===== src/rtl/rsom_pkg.sv =====
// rsom_pkg: constants, codes and types shared by the ring trainer modules
// no dependencies
package rsom_pkg;

    localparam int NODES     = 256;
    localparam int REACH     = 4;
    localparam int FRAC_BITS = 16;

    localparam int NIDX_W  = $clog2(NODES);
    localparam int CNT_W   = NIDX_W + 1;
    localparam int STEP_W  = $clog2(REACH + 1);
    localparam int COORD_W = 16;
    localparam int RATE_W  = 16;

    typedef logic [COORD_W-1:0] t_coord;
    typedef logic [RATE_W-1:0]  t_rate;

    // item functions
    localparam logic [2:0] FN_LOAD    = 3'd0;
    localparam logic [2:0] FN_TRAIN   = 3'd1;
    localparam logic [2:0] FN_EPOCH   = 3'd2;
    localparam logic [2:0] FN_READ    = 3'd3;
    localparam logic [2:0] FN_RESTART = 3'd4;

    // register indexes
    localparam logic [2:0] CFG_ACTIVE = 3'd0;
    localparam logic [2:0] CFG_START  = 3'd1;
    localparam logic [2:0] CFG_DECAY  = 3'd2;
    localparam logic [2:0] CFG_NEIGH  = 3'd3;
    localparam logic [2:0] CFG_MOVEW  = 3'd4;

    localparam logic [8:0] RST_ACTIVE = 9'd64;
    localparam t_rate      RST_START  = 16'd52429;
    localparam t_rate      RST_DECAY  = 16'd52429;
    localparam t_rate      RST_NEIGH  = 16'd45875;

endpackage


===== src/rtl/rsom_pull.sv =====
// rsom_pull: moves one coordinate toward a target, p + floor(w*(c-p)), clamped
// product registered, result formed the next cycle; depends on rsom_pkg
module rsom_pull
    import rsom_pkg::*;
(
    input  logic   i_clk,
    input  t_coord i_p,
    input  t_coord i_c,
    input  t_rate  i_w,
    output t_coord o_np
);

    logic signed [COORD_W:0]     diff;
    logic signed [2*COORD_W+1:0] r_prod;
    logic signed [2*COORD_W+2:0] delta;
    logic signed [2*COORD_W+2:0] np;

    assign diff = $signed({1'b0, i_c}) - $signed({1'b0, i_p});

    always_ff @(posedge i_clk) begin
        r_prod <= diff * $signed({1'b0, i_w});
    end

    // arithmetic shift gives the floor
    assign delta = (2*COORD_W+3)'(r_prod >>> FRAC_BITS);
    assign np    = $signed({{(COORD_W+3){1'b0}}, i_p}) + delta;

    always_comb begin
        if (np < 0) begin
            o_np = '0;
        end else if (np > $signed({{(COORD_W+3){1'b0}}, {COORD_W{1'b1}}})) begin
            o_np = {COORD_W{1'b1}};
        end else begin
            o_np = np[COORD_W-1:0];
        end
    end

endmodule


===== config.mk =====
export PLATFORM = sky130hd
export DESIGN_NAME = rsom_pull
export DESIGN_NICKNAME = d
export VERILOG_FILES = /design/src/rtl/rsom_pkg.sv /design/src/rtl/rsom_pull.sv
export SDC_FILE = /design/constraint.sdc
export NUM_CORES = 1
export LEC_CHECK = 0
export BUFFER_PORTS_ARGS = -buffer_cell sky130_fd_sc_hd__buf_2
export CAP_MARGIN = 20
export CORE_AREA = 3 3 224 226
export DETAILED_ROUTE_END_ITERATION = 10
export DIE_AREA = 0 0 227 229
export GPL_TIMING_DRIVEN = 0
export SYNTH_ARGS = -nofsm -noshare
export SYNTH_HDL_FRONTEND = slang
export SYNTH_SLANG_ARGS = --single-unit

===== constraint.sdc =====
create_clock -name i_clk -period 9.26 [get_ports i_clk]
set_input_delay 0.926 -clock i_clk [delete_from_list [all_inputs] [get_ports i_clk]]
set_output_delay 0.926 -clock i_clk [all_outputs]
set_load 0.02 [all_outputs]

==> run_results.csv, run 1 <==
group,metric,value,unit
global_route,grt_use_met1,17.7,%
global_route,grt.met3_usage,2.83,%
cells_and_area,number_of_fill_cells_in_the_layout,5171,
floorplanning,placementRows,81,
timing,timing.slew.headroom,27.2,%
synthesis,synth_async_sr_flop_share,0,%
floorplanning,die_h,229,µm
timing,finalHoldViolCount,0,
global_route,use_met2,24.4,%
clock_network,post_cts_hold_buffer_count,0,
routing,detail_route.iter0.violations,660,
job,cap_viol_max_count,0,
synthesis,syn-mean-instance-area,8.80,µm²
synthesis,yosysWarningCount,0,
timing,finalCriticalPeriod,8.82,ns
routing,drt_wl_total,34400,µm
critical_path,path_buf_inv,3,
run_status,status,"finished clean",
floorplanning,io_pins,65,
global_route,grt_first_pass_wirelength,57000,µm
placed_design,dp_cells,2110,
synthesis,synthDistinctLibCells,62,
cells_and_area,largest_register,"r_prod",
routing,detailedRoute.firstPassIterationCount,5,
critical_path,cp.required,9.43,ns
synthesis,yosys-top-cells-area,"sky130_fd_sc_hd__fa_1, sky130_fd_sc_hd__ha_1, sky130_fd_sc_hd__inv_1",
placed_design,port_buffers,64,
cells_and_area,reg.largest.list,"r_prod (18)",
floorplanning,core_area,48500,µm²
synthesis,syn-num-nets,1868,
global_route,initial_antenna_violation_count,2,
critical_path,critical_path.endpoint_type,"register",
critical_path,worstSetupStartpointType,"input pin",
cells_and_area,area_delta_synth_final,10.6,%
timing,final_min_period_over_clock_period,95.3,%
synthesis,register_bit_count_reported_by_yosys,18,
clock_network,clock-sinks,18,
critical_path,cp_common_cell,"sky130_fd_sc_hd__fa_1",
synthesis,count_of_flip_flops_with_a_built_in_enable_after_synthesis,0,
synthesis,syn_area,12500,µm²
routing,drc,0,
critical_path,critical_setup_path_class,"input pin to register",
cells_and_area,layout.cells.non_filler,2122,
timing,finalSetupViolCount,0,
floorplanning,dieWidth,227,µm
routing,vias_per_cell,4.62,
worst_hold_path,timing.hold.worst.class,"register to output pin",
synthesis,top_area_cell_type_share_of_the_netlist_area,44.6,%
critical_path,critical-path-max-stage-delay,0.58,ns
critical_path,timing.critical_path.arrival,9.00,ns
critical_path,crit_family,"adder cells",
cells_and_area,final_nets,1945,
synthesis,seq_area_frac_synth,2.88,%
timing,final_max_slew_viol_count,0,
placed_design,place.gp.congestion,0.909,
timing,max_freq,113,MHz
critical_path,critPathSlowestCell,"sky130_fd_sc_hd__fa_1",
synthesis,cell_taking_the_most_area_after_synthesis,"sky130_fd_sc_hd__fa_1",
global_route,grt_max_degree,11,
clock_network,cts-buffers-inserted,3,
clock_network,clk_path_buf_depth,2,
cells_and_area,post_route_cells_drive_above_1_share,7.81,%
cells_and_area,ff_latch_area,360,µm²
routing,final_antenna_net_count,0,
synthesis,synth_cells,1423,
global_route,grt_most_used_layer,"met2",
timing,timing.setup.tns,0,ns
global_route,globalRouteOverflowTotal,0,
timing,worstMarginPinSlew,1.08,ns
routing,post_drt_wl_per_cell,16.2,µm
clock_network,cts_tree,"done",
clock_network,path_clk_slew,0.05,ns
clock_network,cts-htree-levels,1,
cells_and_area,multi_input_area,10700,µm²
floorplanning,die-area,52000,µm²
routing,num_vias,9803,
synthesis,ys.flop_type,"sky130_fd_sc_hd__dfxtp_1",
critical_path,critical_path_peak_fanout,10,
floorplanning,start_util,25.8,%
cells_and_area,largest_register_ffs,18,
global_route,grt_pass1_vias,10800,
clock_network,clockRootBuffer,"sky130_fd_sc_hd__clkbuf_16",
global_route,grt_util_all_layers,14.0,%
placed_design,place_hpwl,30400,µm
worst paths after layout:
kind | to | startpoint | cells past startpoint
min | o_np[11] | r_prod[32]$_DFF_P_ | 3
max | r_prod[33]$_DFF_P_ | i_p[0] | 27
Yosys cell counts, drive strengths merged, types with 9 or more instances:
master	instances
a211o	14
a211oi	23
a21o	16
a21oi	57
a31oi	12
and2	86
clkbuf	37
dfxtp	18
fa	279
ha	117
inv	352
nand2	145
nand2b	14
nand3	11
nand3b	9
nor2	54
nor2b	10
nor3	12
o21ai	38
xnor2	34
xor2	10
routing by layer:
metal | vias to the layer above | routed length [µm]
li1 | 4513 | -
met1 | 4910 | 13700
met2 | 325 | 17000
met3 | 53 | 2510
met4 | 2 | 1180
met5 | - | 10
area by class of cell:
type / count / share of cell area (%)
Antenna cell: 1 / 0.0181
Buffer: 45 / 1.42
Clock buffer: 4 / 0.642
Inverter: 352 / 9.55
Multi-Input combinational cell: 1008 / 77.4
Sequential cell: 18 / 2.60
Tap cell: 622 / 5.62
Timing Repair Buffer: 72 / 2.73
kinds of logic (layout without fill, tap and decap cells):
kind of cell / count (synthesis) / count (layout) / synth area share, %
other: 0 / 1 / 0
AO/OA/AOI/OAI: 202 / 202 / 11.1
flip-flops: 18 / 18 / 2.88
buffers and inverters: 397 / 473 / 12.1
adder cells (fa/ha/maj): 396 / 396 / 56.3
multiplexers: 1 / 1 / 0.110
XOR/XNOR: 44 / 44 / 3.08
AND/OR/NAND/NOR: 365 / 365 / 14.4
through the flow:
stage / utilization [%] / worst slack, ns / hold slack (ns) / area [µm²]
6_report: 28.5 / 0.436 / 1.87 / 13800
4_1_cts: 28.3 / 0.0547 / 1.86 / 13700
3_5_place_dp: 28.1 / -0.615 / 1.58 / 13600
5_1_grt: 28.5 / -0.00148 / 1.91 / 13800
3_3_place_gp: 28.0 / -0.607 / 1.61 / 13600
2_1_floorplan: - / 0.942 / 1.46 / 12500
cell usage in the layout, fill, tap and decap left out, types with 4 or more instances in the layout:
cell type,synthesis,final
sky130_fd_sc_hd__clkbuf_1,37,35
sky130_fd_sc_hd__o21ai_1,9,9
sky130_fd_sc_hd__nand2b_1,14,14
sky130_fd_sc_hd__dfxtp_1,18,18
sky130_fd_sc_hd__nor2b_1,10,10
sky130_fd_sc_hd__buf_4,0,7
sky130_fd_sc_hd__xnor2_1,34,31
sky130_fd_sc_hd__inv_1,352,352
sky130_fd_sc_hd__a31oi_1,11,10
sky130_fd_sc_hd__a21oi_1,57,56
sky130_fd_sc_hd__nor3b_1,6,6
sky130_fd_sc_hd__and2_1,86,86
sky130_fd_sc_hd__o21ai_0,28,27
sky130_fd_sc_hd__fa_1,279,277
sky130_fd_sc_hd__a211oi_1,21,19
sky130_fd_sc_hd__a211o_1,14,14
sky130_fd_sc_hd__nor2_1,54,53
sky130_fd_sc_hd__nand2_1,145,145
sky130_fd_sc_hd__a211oi_2,2,4
sky130_fd_sc_hd__nand3_1,11,11
sky130_fd_sc_hd__o31a_1,5,5
sky130_fd_sc_hd__a21o_1,16,16
sky130_fd_sc_hd__o21a_1,6,6
sky130_fd_sc_hd__xor2_1,10,9
sky130_fd_sc_hd__ha_1,117,117
sky130_fd_sc_hd__nor3_1,11,11
sky130_fd_sc_hd__nand3b_1,9,9
sky130_fd_sc_hd__nand4_1,4,4
sky130_fd_sc_hd__buf_2,6,70
repair_timing:
| action | CTS | global route |
|---|---|---|
| resized for setup | 7 | 11 |
| buffers inserted | 0 | 7 |
| pin swaps | 0 | 4 |
| hold endpoints to repair | 0 | 0 |
| endpoints found under the setup margin | 7 | 10 |
Power of run 1 is left out: the tool's default activity adds up to more than one toggle a clock period on the data nets, which glitch-free logic cannot reach.
==> inputs of run 2 (changes only) <==
Settings changed: CORE_AREA 3 3 224 226 to 3 3 188 190, DIE_AREA 0 0 227 229 to 0 0 191 193.
==> run 2 against run 1 <==
Against the previous run:
- setup slack got worse by 0.0017 ns
- cell area is 1.5% lower
- cell count decreased by 8.2%
- critical path depth rose by 2
- largest cell class unchanged
- count of clock-buffer cells in the layout unchanged
- first-iteration DRC count is 30% higher
- global-route usage up 5.1 points
- critical path type unchanged
- sequential cell count is the same
- via count increased by 0.56%
- utilization grew 12 points
- die area fell by 29%
- routed wire length fell by 1.1%
==> run_results.csv, run 2 (synthesized netlist as in run 1, its figures left out) <==
group,metric,value,unit
cells_and_area,layout_commonest_cell,"sky130_fd_sc_hd__inv_1",
placed_design,port_buffers,64,
floorplanning,placementRows,67,
clock_network,cts_tree,"done",
routing,drt_wl_total,34000,µm
critical_path,cp.required,9.43,ns
routing,drc,0,
critical_path,cp_common_cell,"sky130_fd_sc_hd__fa_1",
critical_path,critical_path_peak_fanout,10,
worst_hold_path,timing.hold.worst.class,"register to output pin",
timing,final_max_slew_viol_count,0,
cells_and_area,antenna_cells_inserted,0,
routing,detailedRoute.firstPassIterationCount,5,
floorplanning,die_h,193,µm
floorplanning,start_util,37.2,%
critical_path,worstSetupStartpointType,"input pin",
clock_network,clk_path_buf_depth,2,
timing,final_min_period_over_clock_period,95.3,%
floorplanning,dieWidth,191,µm
cells_and_area,largest_register_ffs,18,
placed_design,placedInstanceArea,13400,µm²
cells_and_area,area_delta_synth_final,8.88,%
clock_network,post_cts_hold_buffer_count,0,
global_route,initial_antenna_violation_count,0,
timing,worstMarginPinSlew,1.02,ns
critical_path,critPathSlowestCell,"sky130_fd_sc_hd__clkbuf_1",
routing,post_drt_wl_per_cell,17.5,µm
timing,finalHoldViolCount,0,
placed_design,place_hpwl,29800,µm
global_route,globalRouteOverflowTotal,0,
timing,finalSetupViolCount,0,
cells_and_area,largest_register,"r_prod",
critical_path,timing.critical_path.arrival,9.00,ns
job,cap_viol_max_count,0,
floorplanning,core_area,33600,µm²
global_route,grt_pass1_vias,10500,
cells_and_area,final_nets,1945,
cells_and_area,final_instance_area,13600,µm²
run_status,status,"finished clean",
cells_and_area,final_cell_mix,"sky130_fd_sc_hd__inv_1, sky130_fd_sc_hd__fa_1, sky130_fd_sc_hd__nand2_1",
timing,timing.slew.headroom,31.5,%
cells_and_area,reg.largest.list,"r_prod (18)",
cells_and_area,post_route_cells_drive_above_1_share,7.87,%
floorplanning,io_pins,65,
clock_network,cts-htree-levels,1,
clock_network,clock-sinks,18,
timing,max_freq,113,MHz
critical_path,critical_setup_path_class,"input pin to register",
floorplanning,die-area,36900,µm²
routing,detail_route.iter0.violations,860,
clock_network,cts-buffers-inserted,3,
global_route,grt_max_degree,11,
global_route,grt_first_pass_wirelength,55000,µm
routing,final_antenna_net_count,0,
routing,vias_per_cell,5.06,
routing,num_vias,9858,
timing,finalCriticalPeriod,8.83,ns
clock_network,path_clk_slew,0.05,ns
critical_path,critical_path.endpoint_type,"register",
critical_path,critical-path-max-stage-delay,0.62,ns
clock_network,clockRootBuffer,"sky130_fd_sc_hd__clkbuf_16",
global_route,grt_util_all_layers,19.1,%
placed_design,place.gp.congestion,0.915,
==> run 2: final timing paths <==
check,cells past startpoint,startpoint,to
hold / removal,3,r_prod[32]$_DFF_P_,o_np[11]
setup / recovery,29,i_p[0],r_prod[33]$_DFF_P_
==> run 2: final cells by class <==
| class | count | area (µm²) |
|---|---|---|
| fillers | 3418 | 20000 |
| multi-input cells | 1008 | 10700 |
| inverters | 352 | 1320 |
| well taps | 448 | 561 |
| repair buffers | 72 | 378 |
| flip-flops and latches | 18 | 360 |
| plain buffers | 45 | 194 |
| clock buffers | 4 | 88.8 |
==> run 2: timing repair <==
action                                  in CTS  in global routing
endpoints found under the setup margin       9                 10
buffers inserted                             0                  7
resized for setup                            7                 11
pin swaps                                    0                  5
==> run 2: metal layers <==
layer / track usage, % / share of wire, % / up-vias
li1: - / - / 4526
met1: 25.7 / 43 / 5039
met2: 33.7 / 49 / 252
met3: 1.88 / 4.9 / 41
met4: 4.09 / 2.5 / 0
met5: 0 / 0 / -
==> run 2: per-stage QoR <==
stage	cells	setup TNS (ns)	util, %	hold WS [ns]	worst slack [ns]
final	1947	0	40.5	1.90	0.434
after floorplan	1423	0	-	1.46	0.942
after global routing	1947	-0.0162	40.5	1.96	-0.0162
after detailed placement	1936	-5.02	39.9	1.62	-0.687
after CTS	1940	0	40.2	1.90	0.0295
after global placement	1935	-4.01	39.9	1.62	-0.598
==> run 2: critical path, delay by kind of cell <==
kind	cells	cell delay [ns]
adders and majority gates	9	3.91
AOI/OAI and AO/OA	10	2.13
buffers and inverters	5	0.90
xor gates and xnor gates	2	0.70
and+or+nand+nor	3	0.43
Power of run 2 is left out for the same reason.
