$ cat config.mk
export PLATFORM = sky130hd
export DESIGN_NAME = rsom_cell
export DESIGN_NICKNAME = d
export VERILOG_FILES = /design/src/rtl/rsom_pkg.sv /design/src/rtl/rsom_cell.sv
export SDC_FILE = /design/constraint.sdc
export NUM_CORES = 1
export LEC_CHECK = 0
export ABC_AREA = 1
export BUFFER_PORTS_ARGS = -buffer_cell sky130_fd_sc_hd__buf_2
export CAP_MARGIN = 20
export CORE_ASPECT_RATIO = 1.4
export CORE_MARGIN = 1
export CORE_UTILIZATION = 39
export DETAILED_ROUTE_END_ITERATION = 6
export GPL_ROUTABILITY_DRIVEN = 0
export HOLD_SLACK_MARGIN = 0.1
export PLACE_DENSITY = 0.84
export REMOVE_ABC_BUFFERS = 1
export SLEW_MARGIN = 5
export SYNTH_ARGS = -nofsm -noshare
export SYNTH_HDL_FRONTEND = slang
export SYNTH_SLANG_ARGS = --single-unit
$ cat constraint.sdc
create_clock -name i_clk -period 0.8 [get_ports i_clk]
set_input_delay 0.12 -clock i_clk [delete_from_list [all_inputs] [get_ports i_clk]]
set_output_delay 0.12 -clock i_clk [all_outputs]
set_load 0.02 [all_outputs]
$ cat src/rtl/rsom_pkg.sv
// rsom_pkg: constants, codes and types shared by the ring trainer modules
// no dependencies
package rsom_pkg;

    localparam int NODES     = 256;
    localparam int REACH     = 4;
    localparam int FRAC_BITS = 16;

    localparam int NIDX_W  = $clog2(NODES);
    localparam int CNT_W   = NIDX_W + 1;
    localparam int STEP_W  = $clog2(REACH + 1);
    localparam int COORD_W = 16;
    localparam int RATE_W  = 16;

    typedef logic [COORD_W-1:0] t_coord;
    typedef logic [RATE_W-1:0]  t_rate;

    // item functions
    localparam logic [2:0] FN_LOAD    = 3'd0;
    localparam logic [2:0] FN_TRAIN   = 3'd1;
    localparam logic [2:0] FN_EPOCH   = 3'd2;
    localparam logic [2:0] FN_READ    = 3'd3;
    localparam logic [2:0] FN_RESTART = 3'd4;

    // register indexes
    localparam logic [2:0] CFG_ACTIVE = 3'd0;
    localparam logic [2:0] CFG_START  = 3'd1;
    localparam logic [2:0] CFG_DECAY  = 3'd2;
    localparam logic [2:0] CFG_NEIGH  = 3'd3;
    localparam logic [2:0] CFG_MOVEW  = 3'd4;

    localparam logic [8:0] RST_ACTIVE = 9'd64;
    localparam t_rate      RST_START  = 16'd52429;
    localparam t_rate      RST_DECAY  = 16'd52429;
    localparam t_rate      RST_NEIGH  = 16'd45875;

endpackage

$ cat src/rtl/rsom_cell.sv
// rsom_cell: one node of the rotating ring, holds x and y
// depends on rsom_pkg
module rsom_cell
    import rsom_pkg::*;
(
    input  logic   i_clk,
    input  logic   i_shift,
    input  t_coord i_x,
    input  t_coord i_y,
    output t_coord o_x,
    output t_coord o_y
);

    t_coord r_x;
    t_coord r_y;

    always_ff @(posedge i_clk) begin
        if (i_shift) begin
            r_x <= i_x;
            r_y <= i_y;
        end
    end

    assign o_x = r_x;
    assign o_y = r_y;

endmodule

==> impl_metrics.env, run 1 <==
export IMPL_arrival_ps=920
export IMPL_layout_min_cycle_time_ps=1040
export IMPL_synth_cell_types=1
export IMPL_synthMostInstantiatedCell="edfxtp_1"
export IMPL_critPathLaunch="o_x[3]"
export IMPL_vias_per_cell=4.70
export IMPL_clock_sinks=32
export IMPL_dp_slack_ps=68.8
export IMPL_grt_pass1_vias=803
export IMPL_yosys_register_bits=32
export IMPL_crit_fanout=1
export IMPL_cts_tree="yes"
export IMPL_io_buffers=65
export IMPL_num_multi_input_gates=0
export IMPL_ctsHtreeMaxLevel=2
export IMPL_slew_limit_headroom_pct=91.7
export IMPL_cp_cell_sequence="buf_6"
export IMPL_yosys_area_top_type="edfxtp_1"
export IMPL_post_route_util_pct=83.6
export IMPL_drive_gt1_share_pct=53.2
export IMPL_hold_viol=0
export IMPL_synth_seq_area_share_pct=100
export IMPL_drtIter0Drc=19
export IMPL_first_pass_iters=7
export IMPL_wirelength_um=2730
export IMPL_synth_top_area_share_pct=100
export IMPL_final_max_slew_viol_count=0
export IMPL_ant_nets=0
export IMPL_tns_ps=-6170
export IMPL_grt_max_degree=21
export IMPL_worst_ir_drop_vdd_v=0.00168
export IMPL_antenna_found_initial=0
export IMPL_synthCells=32
export IMPL_grt_setup_unrepaired="true"
export IMPL_fillers=103
export IMPL_numCtsBuffers=5
export IMPL_syn_area_um2=961
export IMPL_die_y_um=60.7
export IMPL_slowest_delay_ps=430
export IMPL_outcome="finished, violations left"
export IMPL_synth_main_ff_cell="edfxtp_1"
export IMPL_crit_buf_inv=1
export IMPL_crit_family="flip-flops"
export IMPL_required_ps=680
export IMPL_violations="DRC, setup timing"
export IMPL_root_buffer="clkbuf_4"
export IMPL_clk_pin_slew_ps=100
export IMPL_finalSetupViolCount=32
export IMPL_whs_path_depth=2
export IMPL_wl_per_cell_um=16.9
export IMPL_overflow=0
export IMPL_fin_nets=172
export IMPL_max_cap_violations=0
export IMPL_seq_area_um2=961
export IMPL_n_antenna_cell=0
export IMPL_stdcell_area_um2=1880
export IMPL_multi_input_area_um2=0
export IMPL_timing_final_ws_setup_ps=-237
export IMPL_initial_core_util_pct=42.7
export IMPL_place_inst=121
export IMPL_coreArea_um2=2250
export IMPL_slowest_stage="edfxtp_1"
export IMPL_io_pins=66
export IMPL_path_class="reg -> out"
export IMPL_avgSynthCellArea_um2=30.0
export IMPL_grt_total_usage_pct=20.9
export IMPL_leakagePower_nw=0.807
export IMPL_hold_path_class="in -> reg"
export IMPL_tightest_slew_ps=126
export IMPL_netlist_top_cells_area="edfxtp_1 100%"
export IMPL_grt_pass1_wl_um=3530
export IMPL_synth_common_cells="32 x edfxtp_1"
export IMPL_die_x_um=44.0
export IMPL_min_to="o_y[0]"
export IMPL_critPathCaptureType="output pin"
export IMPL_placed_area_um2=1350
export IMPL_num_vias=757
export IMPL_synth_async_reset_ratio_pct=0
export IMPL_timing_final_crit_share_pct=130
export IMPL_holdCritStartpoint="i_shift"
export IMPL_synthToLayoutAreaGrowth_pct=95.8
export IMPL_synth_edf_count=32
export IMPL_worst_setup_path_start_kind="register"
export IMPL_final_instance_count_excl_fill=161
export IMPL_post_route_drc_count=6
export IMPL_die_area_um2=2670
export IMPL_fmax_ghz=0.964
export IMPL_rows=20
export IMPL_timing_hold_ws_ps=195
export IMPL_finalPower_mw=3.58
export IMPL_cts_max_path_buffers=2
export IMPL_yosys_warnings=0
export IMPL_p_per_area_nw_per_um2=1900
==> metal layers <==
metal | GRT usage [%] | vias to the layer above | share of wire [%]
met5 | 0 | - | 0
met4 | 10.4 | 0 | 1.2
met3 | 12.2 | 4 | 12
met2 | 37.7 | 65 | 55
met1 | 17.8 | 346 | 32
li1 | - | 342 | -
==> layout by cell type (no fill, tap or decap) <==
cell type,synthesis,final
buf_2,0,40
dlygate4sd3_1,0,32
edfxtp_1,32,32
buf_6,0,25
clkbuf_4,0,5
clkinv_2,0,2
buf_12,0,2
clkinv_1,0,1
==> kinds of logic (layout without fill, tap and decap cells) <==
kind of cell,count (synthesis),in the layout,synth area share [%]
flops,32,32,100
buf+inv,0,107,0
==> sequential cells by signal, indices dropped and copies added (netlist names) <==
| register | count |
|---|---|
| o_y | 16 |
| o_x | 16 |
==> final cells by class <==
cell class            count  share of cell area [%]
clock inverter            3                   0.731
clock buffer              5                    1.99
timing repair buffer     99                    44.7
sequential               32                    51.1
tap                      22                    1.46
==> where the power goes <==
| part | switching, mW | internal (mW) | total, mW |
|---|---|---|---|
| Sequential | 0.0562 | 1.99 | 2.05 |
| Clock | 0.530 | 0.322 | 0.851 |
| Combinational | 0.303 | 0.374 | 0.677 |
| Total | 0.889 | 2.69 | 3.58 |
==> what timing repair did <==
item                       in CTS  in global routing
gates cloned                    0                  0
setup endpoints to repair      32                 32
gates resized for setup         8                 42
setup buffers                   0                  0
hold endpoints to repair       32                  0
hold buffers                   32                  0
==> worst max-delay path by stage <==
| stage | end | slack (ps) | cells past startpoint |
|---|---|---|---|
| after floorplan | o_x[0] | 230 | 0 |
| after global placement | o_x[9] | 80 | 2 |
| after detailed placement | o_x[9] | 70 | 2 |
| after CTS | o_y[12] | -220 | 1 |
| after global routing | o_x[4] | -270 | 1 |
| final | o_x[3] | -240 | 1 |
No activity file was read; power rests on OpenSTA's default activity.
==> inputs of run 2 (changes only) <==
--- a/config.mk
+++ b/config.mk
@@ -20,3 +20,4 @@
 export SYNTH_ARGS = -nofsm -noshare
 export SYNTH_HDL_FRONTEND = slang
 export SYNTH_SLANG_ARGS = --single-unit
+export TNS_END_PERCENT = 1
==> run 2 against run 1 <==
Compared with the run above: the flow still finishes with violations (DRC, setup timing); clock power decreased by 2%; combinational power decreased by 17%; routed wire length decreased by 11%; worst setup slack improved by 18 ps; sequential power about the same; sequential cell count unchanged; largest cell class unchanged; largest power group unchanged.
==> impl_metrics.env, run 2 (same netlist as run 1, synthesis figures left out) <==
export IMPL_path_class="reg -> out"
export IMPL_timing_hold_ws_ps=194
export IMPL_cp_cell_sequence="buf_2"
export IMPL_synthToLayoutAreaGrowth_pct=80.2
export IMPL_io_pins=66
export IMPL_grt_pass1_wl_um=3570
export IMPL_grt_max_degree=21
export IMPL_final_max_slew_viol_count=0
export IMPL_grt_setup_unrepaired="true"
export IMPL_vias_per_cell=4.53
export IMPL_rows=20
export IMPL_wirelength_um=2430
export IMPL_layout_cells_most_common_list="64 x buf_2, 32 x dlygate4sd3_1, 32 x edfxtp_1, 5 x clkbuf_4"
export IMPL_p_per_area_nw_per_um2=1970
export IMPL_clock_sinks=32
export IMPL_hold_path_class="in -> reg"
export IMPL_layout_min_cycle_time_ps=1020
export IMPL_crit_fanout=1
export IMPL_io_buffers=65
export IMPL_critical_path_depth=1
export IMPL_num_multi_input_gates=0
export IMPL_die_x_um=44.0
export IMPL_num_vias=730
export IMPL_drive_gt1_share_pct=53.2
export IMPL_arrival_ps=900
export IMPL_drtIter0Drc=19
export IMPL_antenna_found_initial=0
export IMPL_holdCritStartpoint="i_shift"
export IMPL_worst_ir_drop_vdd_v=0.00170
export IMPL_grt_pass1_vias=801
export IMPL_post_cts_buffers=0
export IMPL_mostFrequentLayoutCell="buf_2"
export IMPL_max_cap_violations=0
export IMPL_critPathLaunch="o_x[3]"
export IMPL_leakagePower_nw=0.756
export IMPL_first_pass_iters=7
export IMPL_fin_nets=172
export IMPL_outcome="finished, violations left"
export IMPL_ctsHtreeMaxLevel=2
export IMPL_ant_nets=0
export IMPL_numCtsBuffers=5
export IMPL_required_ps=680
export IMPL_worst_setup_path_start_kind="register"
export IMPL_stdcell_area_um2=1730
export IMPL_slew_limit_headroom_pct=92.0
export IMPL_timing_final_ws_setup_ps=-220
export IMPL_n_antenna_cell=0
export IMPL_crit_family="flip-flops"
export IMPL_hold_viol=0
export IMPL_coreArea_um2=2250
export IMPL_die_y_um=60.7
export IMPL_root_buffer="clkbuf_4"
export IMPL_post_route_drc_count=6
export IMPL_clk_pin_slew_ps=100
export IMPL_critPathCaptureType="output pin"
export IMPL_crit_buf_inv=1
export IMPL_violations="DRC, setup timing"
export IMPL_slowest_stage="edfxtp_1"
export IMPL_fmax_ghz=0.981
export IMPL_overflow=0
export IMPL_whs_path_depth=2
export IMPL_wl_per_cell_um=15.1
export IMPL_placed_area_um2=1350
export IMPL_fillers=124
export IMPL_finalSetupViolCount=32
export IMPL_initial_core_util_pct=42.7
export IMPL_multi_input_area_um2=0
export IMPL_grt_total_usage_pct=20.5
export IMPL_timing_final_crit_share_pct=127
export IMPL_seq_area_um2=961
export IMPL_cts_tree="yes"
export IMPL_die_area_um2=2670
export IMPL_cts_max_path_buffers=2
export IMPL_slowest_delay_ps=390
export IMPL_tightest_slew_ps=121
## run 2: layout make-up
class / instances / share of cell area (%)
sequential: 32 / 55.5
clock buffer: 5 / 2.17
timing repair buffer: 99 / 40.0
tap: 22 / 1.59
clock inverter: 3 / 0.795
## run 2: layer usage
layer	GRT usage, %	vias to the layer above	part of all wire (%)	wire length (µm)
met5	0	-	0	0
met2	37.3	59	52	1250
met1	17.9	323	34	825
met4	10.4	0	1.9	47
met3	10.7	7	12	301
li1	-	341	-	-
## run 2: power breakdown
part / switching (mW) / internal (mW)
clock network: 0.516 / 0.321
registers: 0.0321 / 1.99
logic: 0.294 / 0.265
## run 2: worst paths after layout
| kind | endpoint | slack [ps] |
|---|---|---|
| setup / recovery | o_x[3] | -220 |
| hold / removal | o_y[10] | 190 |
## run 2: metrics by stage
stage / worst slack, ps / std cells / setup TNS [ps] / utilization (%) / power [mW]
after floorplan: 231 / 32 / 0 / - / 2.24
after global placement: 79.3 / 121 / 0 / 60.1 / 2.47
after detailed placement: 68.8 / 121 / 0 / 60.1 / 2.48
after CTS: -219 / 161 / -6230 / 76.6 / 3.41
after global routing: -258 / 161 / -7320 / 76.9 / 3.56
final: -220 / 161 / -5920 / 76.9 / 3.42
## run 2: timing repair
item                                   4_1_cts  5_1_grt
hold buffers                                32        0
endpoints found under the hold margin       32        0
resized for setup                            0        2
pin swaps                                    0        0
setup endpoints to repair                   32       32
==> inputs of run 3 (changes only) <==
==> constraint.sdc (replaced) <==
create_clock -name i_clk -period 1 [get_ports i_clk]
set_input_delay 0.15 -clock i_clk [delete_from_list [all_inputs] [get_ports i_clk]]
set_output_delay 0.15 -clock i_clk [all_outputs]
set_load 0.02 [all_outputs]
==> run 3 against run 2 <==
Compared with the run above: the flow still finishes with violations (DRC, setup timing); clock power down 21%; via count is 2.2% higher; total power is 20% lower; worst hold slack improved by 42 ps; worst setup slack better by 170 ps; largest power group unchanged.
==> impl_metrics.env, run 3 (same netlist as run 1, synthesis figures left out) <==
export IMPL_crit_family="flip-flops"
export IMPL_finalPower_mw=2.73
export IMPL_finalSetupViolCount=26
export IMPL_slew_limit_headroom_pct=88.9
export IMPL_fmax_ghz=0.955
export IMPL_first_pass_iters=6
export IMPL_tightest_slew_ps=167
export IMPL_cts_max_path_buffers=2
export IMPL_timing_final_ws_setup_ps=-47.1
export IMPL_final_max_slew_viol_count=0
export IMPL_post_route_drc_count=7
export IMPL_clock_sinks=32
export IMPL_layout_min_cycle_time_ps=1050
export IMPL_multi_input_area_um2=0
export IMPL_wl_per_cell_um=16.2
export IMPL_mostFrequentLayoutCell="buf_2"
export IMPL_fillers=123
export IMPL_slowest_stage="edfxtp_1"
export IMPL_antenna_found_initial=0
export IMPL_synthToLayoutAreaGrowth_pct=79.6
export IMPL_grt_max_degree=21
export IMPL_ant_nets=0
export IMPL_tns_ps=-465
export IMPL_stdcell_area_um2=1730
export IMPL_wirelength_um=2610
export IMPL_crit_buf_inv=1
export IMPL_leakagePower_nw=0.753
export IMPL_seq_area_um2=961
export IMPL_violations="DRC, setup timing"
export IMPL_drive_gt1_share_pct=53.2
export IMPL_coreArea_um2=2250
export IMPL_placed_area_um2=1340
export IMPL_cts_tree="yes"
export IMPL_grt_pass1_wl_um=3740
export IMPL_overflow=0
export IMPL_dp_slack_ps=231
export IMPL_worst_setup_path_start_kind="register"
export IMPL_root_buffer="clkbuf_4"
export IMPL_fin_nets=172
export IMPL_p_per_area_nw_per_um2=1580
export IMPL_rows=20
export IMPL_grt_util_met1_pct=19.2
export IMPL_num_multi_input_gates=0
export IMPL_max_cap_violations=0
export IMPL_n_antenna_cell=0
export IMPL_grt_setup_unrepaired="true"
export IMPL_outcome="finished, violations left"
export IMPL_grt_use_met3_pct=8.63
export IMPL_die_y_um=60.7
export IMPL_clk_pin_slew_ps=90
export IMPL_ctsHtreeMaxLevel=2
export IMPL_die_x_um=44.0
export IMPL_timing_final_crit_share_pct=105
export IMPL_vias_per_cell=4.63
export IMPL_required_ps=850
export IMPL_worst_ir_drop_vdd_v=0.000918
export IMPL_use_met2_pct=40.7
export IMPL_num_vias=746
export IMPL_io_buffers=65
export IMPL_layout_cells_most_common_list="63 x buf_2, 32 x dlygate4sd3_1, 32 x edfxtp_1, 5 x clkbuf_4"
export IMPL_crit_fanout=1
export IMPL_initial_core_util_pct=42.7
export IMPL_grt_total_usage_pct=21.6
export IMPL_path_class="reg -> out"
export IMPL_io_pins=66
export IMPL_hold_viol=0
export IMPL_hold_path_class="in -> reg"
export IMPL_critPathCaptureType="output pin"
export IMPL_arrival_ps=900
export IMPL_top_usage_layer="met2"
export IMPL_drtIter0Drc=15
export IMPL_numCtsBuffers=5
export IMPL_die_area_um2=2670
export IMPL_grt_pass1_vias=828
export IMPL_cp_cell_sequence="buf_2"
export IMPL_slowest_delay_ps=400
run 3: changes by cell type in the layout (fill, tap and decap cells not counted):
cell | before | now
buf_4 | 0 | 1
buf_6 | 1 | 2
buf_2 | 64 | 63
buf_12 | 2 | 1
run 3: worst paths after layout:
| path | slack, ps | cells past startpoint | to | startpoint |
|---|---|---|---|---|
| max | -50 | 1 | o_y[3] | o_y[3] |
| min | 240 | 2 | o_y[12] | i_shift |
run 3: through the flow:
step	hold WS (ps)	utilization (%)	instances
6_report	236	76.6	161
5_1_grt	242	76.6	161
3_3_place_gp	326	59.6	121
2_1_floorplan	249	-	32
4_1_cts	226	76.3	161
3_5_place_dp	328	59.6	121
run 3: layout make-up:
cell class              instances  share of cell area, %
flip-flops and latches         32                   55.7
repair buffers                 99                   39.7
clock inverters                 3                  0.798
clock buffers                   5                   2.18
well taps                      22                   1.60
run 3: where the power goes:
part           total [mW]  leakage [nW]  internal [mW]  switching [mW]
Sequential           1.62         0.313           1.59          0.0297
Clock               0.664        0.0324          0.257           0.406
Combinational       0.450         0.408          0.211           0.239
run 3: repair_timing:
item                       CTS  global route
hold buffers                32             0
setup endpoints to repair   31            32
setup buffers                0             0
resized for setup            2             2
hold endpoints to repair    32             0
run 3: routing by layer:
metal / routed length [µm] / share of wire, % / vias up
met3: 285 / 11 / 7
met1: 890 / 34 / 336
met5: 0 / 0 / -
met2: 1400 / 53 / 59
met4: 41 / 1.6 / 0
li1: - / - / 344
